--- config.mk ---
export PLATFORM = sky130hd
export DESIGN_NAME = alr_ctrl
export DESIGN_NICKNAME = d
export VERILOG_FILES = /design/src/audio_loop_repeater_macros.svh /design/src/alr_pkg.sv /design/src/alr_ctrl.sv
export SDC_FILE = /design/constraint.sdc
export NUM_CORES = 1
export LEC_CHECK = 0
export ABC_AREA = 1
export CORE_AREA = 8 8 48 50
export DETAILED_ROUTE_END_ITERATION = 7
export DIE_AREA = 0 0 56 58
export DONT_BUFFER_PORTS = 1
export MAX_ROUTING_LAYER = met4
export SETUP_SLACK_MARGIN = 0.15
export SLEW_MARGIN = 20
export SYNTH_ARGS = -nofsm -noshare
export SYNTH_HDL_FRONTEND = slang
export SYNTH_SLANG_ARGS = --single-unit
--- constraint.sdc ---
create_clock -name clk -period 1.6 [get_ports clk]
set_input_delay 0.08 -clock clk [delete_from_list [all_inputs] [get_ports clk]]
set_output_delay 0.08 -clock clk [all_outputs]
set_load 0.02 [all_outputs]
--- src/audio_loop_repeater_macros.svh ---
// Assertion shorthands for the loop repeater; clock and reset are passed in.
`ifndef AUDIO_LOOP_REPEATER_MACROS_SVH
`define AUDIO_LOOP_REPEATER_MACROS_SVH

// Check a condition on every enabled clock edge.
`define ALR_ASSERT_ALWAYS(label, clk, rst_n, cond, msg) \
  label: assert property (@(posedge clk) disable iff (!rst_n) (cond)) else $error(msg);

// Check a consequence in the same cycle as its cause.
`define ALR_ASSERT_SAME(label, clk, rst_n, ante, cons, msg) \
  label: assert property (@(posedge clk) disable iff (!rst_n) (ante) |-> (cons)) \
    else $error(msg);

// Check a consequence in the cycle after its cause.
`define ALR_ASSERT_NEXT(label, clk, rst_n, ante, cons, msg) \
  label: assert property (@(posedge clk) disable iff (!rst_n) (ante) |=> (cons)) \
    else $error(msg);

`endif

--- src/alr_pkg.sv ---
package alr_pkg;

  // Configuration port geometry
  localparam int CFG_IDX_W  = 3;
  localparam int CFG_DATA_W = 15;

  // Register indexes
  localparam logic [CFG_IDX_W-1:0] CFG_VOLUME    = 3'd0;
  localparam logic [CFG_IDX_W-1:0] CFG_LOOP_LEN  = 3'd1;
  localparam logic [CFG_IDX_W-1:0] CFG_REPEATS   = 3'd2;
  localparam logic [CFG_IDX_W-1:0] CFG_STEREO    = 3'd3;
  localparam logic [CFG_IDX_W-1:0] CFG_ANTICLICK = 3'd4;

  // Register widths
  localparam int VOLUME_W    = 9;
  localparam int LOOP_LEN_W  = 15;
  localparam int REPEATS_W   = 7;
  localparam int ANTICLICK_W = 8;

  // Register reset values
  localparam logic [VOLUME_W-1:0]    VOLUME_RST    = 9'd256;
  localparam logic [LOOP_LEN_W-1:0]  LOOP_LEN_RST  = 15'd16384;
  localparam logic [REPEATS_W-1:0]   REPEATS_RST   = 7'd0;
  localparam logic                   STEREO_RST    = 1'b1;
  localparam logic [ANTICLICK_W-1:0] ANTICLICK_RST = 8'd44;

  // Crossfade weight: 8-bit quotient, one bit per divider step
  localparam int WEIGHT_W = 8;
  localparam int DIV_CNT_W = 3;
  localparam logic [DIV_CNT_W-1:0] DIV_LAST = 3'd7;

  typedef enum logic [3:0] {
    ST_IDLE,
    ST_START,
    ST_DIV,
    ST_MUL_S,
    ST_MUL_T,
    ST_SUM,
    ST_VOL,
    ST_SAT,
    ST_FINISH
  } alr_state_t;

  // Controller to datapath
  typedef struct packed {
    logic load;
    logic start;
    logic div_step;
    logic mul_s;
    logic mul_t;
    logic sum;
    logic vol;
    logic sat;
    logic emit;
  } alr_cmd_t;

  // Datapath to controller
  typedef struct packed {
    logic mute;
    logic fade;
    logic div_last;
    logic ch_last;
    logic out_full;
  } alr_status_t;

endpackage

--- src/alr_ctrl.sv ---
module alr_ctrl (
  input  logic                clk,
  input  logic                rst_n,
  input  logic                in_valid,
  output logic                in_ready,
  input  alr_pkg::alr_status_t status,
  output alr_pkg::alr_cmd_t    cmd
);
  import alr_pkg::*;

  alr_state_t state_r, state_nxt;

  // Hold the sequencer state
  always_ff @(posedge clk) begin
    if (!rst_n) begin
      state_r <= ST_IDLE;
    end else begin
      state_r <= state_nxt;
    end
  end

  // Next state
  always_comb begin
    state_nxt = state_r;
    case (state_r)
      ST_IDLE: begin
        if (in_valid) state_nxt = ST_START;
      end
      ST_START: begin
        if (status.mute) state_nxt = ST_FINISH;
        else if (status.fade) state_nxt = ST_DIV;
        else state_nxt = ST_SUM;
      end
      ST_DIV: begin
        if (status.div_last) state_nxt = ST_MUL_S;
      end
      ST_MUL_S: state_nxt = ST_MUL_T;
      ST_MUL_T: state_nxt = ST_SUM;
      ST_SUM:   state_nxt = ST_VOL;
      ST_VOL:   state_nxt = ST_SAT;
      ST_SAT: begin
        if (status.ch_last) state_nxt = ST_FINISH;
        else if (status.fade) state_nxt = ST_MUL_S;
        else state_nxt = ST_SUM;
      end
      ST_FINISH: begin
        if (!status.out_full) state_nxt = ST_IDLE;
      end
      default: state_nxt = ST_IDLE;
    endcase
  end

  // Commands
  always_comb begin
    cmd      = '0;
    in_ready = 1'b0;
    case (state_r)
      ST_IDLE: begin
        in_ready = 1'b1;
        cmd.load = in_valid;
      end
      ST_START:  cmd.start    = 1'b1;
      ST_DIV:    cmd.div_step = 1'b1;
      ST_MUL_S:  cmd.mul_s    = 1'b1;
      ST_MUL_T:  cmd.mul_t    = 1'b1;
      ST_SUM:    cmd.sum      = 1'b1;
      ST_VOL:    cmd.vol      = 1'b1;
      ST_SAT:    cmd.sat      = 1'b1;
      ST_FINISH: cmd.emit     = !status.out_full;
      default: begin
        cmd      = '0;
        in_ready = 1'b0;
      end
    endcase
  end

endmodule

==> out/results.ini <==
[clock_tree]
post_cts_resize_count=0
tritoncts_clock_tree=built
clockBufferDepth=2
tritoncts_buffer_count=3
htree_num_levels=1
cts-root-buf=clkbuf_4
clk_latency_ps=230
ctsHoldBuffers=1
cts_setup_buffers=0
clk_pin_slew_worst_paths_ps=40
cts_sink_cnt=4

[floorplan]
floorplan.initialDensity=0.2279
die_area_um2=3248
i_o_pins=18
die_width_um=56
num_rows=15
core_um2=1614
die_h_um=58

[cells_and_area]
num-nets-final=82
ff_latch_area_um2=80.08
finalCoreUtilization=0.2705
largest_register_ffs=4
final_cell_mix=16 x inv_1, 14 x nor2_1, 11 x nand2_1
fillCellCount=185
postLayoutCellArea_um2=436.7
antenna_cells=0
post_route_cells_drive_above_1_share=0.1944
final_cells=89
layout_commonest_cell=inv_1
layout_top_registers=state_r (4)
largest-register=state_r
synthToLayoutAreaGrowth_pct=18.71
multi_input_gate_area_um2=224.0

[critical_path]
critical_path_fanouts_max=8
crit_type=reg2out
end_kind=output port
slowest_delay_ps=360
critical_path.cell_chain=nor2_4 > inv_1 > nor3_1 > buf_4
cp_data_arrival_time_ps=1240
critical_path.slowest_cell=dfxtp_1
cp-start-kind=register
required_ps=1520

[timing]
timing_hold_violations_final=0
timing.clock.skew_ps=4.608
finalCritPeriodShare=0.8278
final.hold.worst_slack_ps=21.61
worstMarginPinSlew_ps=394.4
rel_slew_slack=0.7361
finalSetupTns_ps=0
slew_violations=0
finalWorstPathRequiredPeriod_ps=1324
grt_setup_unrepaired=no
timing.fmax_mhz=755.0
finalSetupViolCount=0
worst_slack_ps=275.5

[pwr]
switching_power_mw=0.1825
power.density_nw_per_um2=1001
power.clock.fraction=0.283
power.static_leakage_nw=0.2670
p_int_mw=0.2547
seq_power_share=0.304
p_comb_frac=0.414
design_power_total_mw=0.4372
ir_worst_vdd_v=0.0003246
switching_power_share_of_the_total=0.4174

[route]
vias=416
wire_length_reported_by_the_detailed_router_um=997
detailedRoute.firstIterationViolations=26
drtPass1Iterations=4
viasPerCell=4.674
antenna_violating_nets_post_route=0
wl_per_cell_um=11.20
post-route-drc-count=0

[synthesis]
synth.yosys.warnings=0
syn-mean-instance-area_um2=5.574
syn_area_um2=367.9
yosysSeqAreaShare=0.2177
ys_seq_elements=4
syn-num-nets=74
post_synth_num_cell_types=14
synthCells=66

[min_path]
min_path_type=in2reg

[placed_design]
io_buffers=0
placed_cells=85
finalWeightedCongestion=0.7961
dp_worst_setup_slack_ps=469.1
place_hpwl_um=839.9
placed_area_um2=404.1

[outcome]
run_status=finished clean

[flow_run]
drv_cap=0

[grt]
total_routing_resource_utilization_after_global_routing=0.06359
first_global_vias=371
largest_net_degree_at_the_start_of_global_routing=9
grt_first_pass_wirelength_mm=1.621
grt_antenna_before_repair=0
grt.overflow.total=0

-- Yosys cell counts --
cell type   n  area [um^2]
a31oi_1     1        6.260
dfxtp_1     4        80.08
inv_1      16        60.06
inv_2       1        3.750
nand2_1    11        41.29
nand2_2     2        12.51
nand2_4     1        11.26
nand3_1     7        35.03
nand3_2     1        10.01
nor2_1     14        52.55
nor2_2      2        12.51
nor2_4      2        22.52
nor3_1      2        10.01
o21ai_0     2        10.01
-- worst max-delay path: cells and delay by family (launching register included) --
kind / cells / cell delay (ps)
buffers and inverters: 2 / 260
and+or+nand+nor: 2 / 380
DFF: 1 / 360
-- path summary, 6_finish.rpt --
check                                 from          to  slack (ps)  cells past startpoint
worst max-delay path            state_r[2]      cmd[7]         280                      4
worst min-delay path                 rst_n  state_r[0]          20                      2
worst max register to register  state_r[1]  state_r[0]         450                      6
worst min register to register  state_r[0]  state_r[2]         650                      2
-- power groups by stage --
stage | clock network [mW] | logic (mW) | registers [mW]
after global placement | 0 | 0.177 | 0.134
after global routing | 0.140 | 0.202 | 0.134
final | 0.124 | 0.181 | 0.133
after floorplan | 0 | 0.141 | 0.130
after CTS | 0.130 | 0.182 | 0.132
after detailed placement | 0 | 0.180 | 0.134
-- per-layer routing --
layer	GRT usage	wire (um)	vias up
met3	0.06550	219	0
met4	0.02062	0	0
met1	0.05831	353	178
li1	-	-	209
met5	-	0	-
met2	0.08875	425	29
-- logic make-up after synthesis --
group | synth area share
buf+inv | 0.1735
flops | 0.2177
simple gates | 0.5646
compound gates | 0.04423
-- layout make-up --
type / instances / area share
Inverter: 17 / 0.1461
Timing Repair Buffer: 3 / 0.05731
Tap cell: 17 / 0.04871
Sequential cell: 4 / 0.1834
Multi-Input combinational cell: 45 / 0.5129
Clock buffer: 3 / 0.05158
Power figures use the tool's default switching activity.
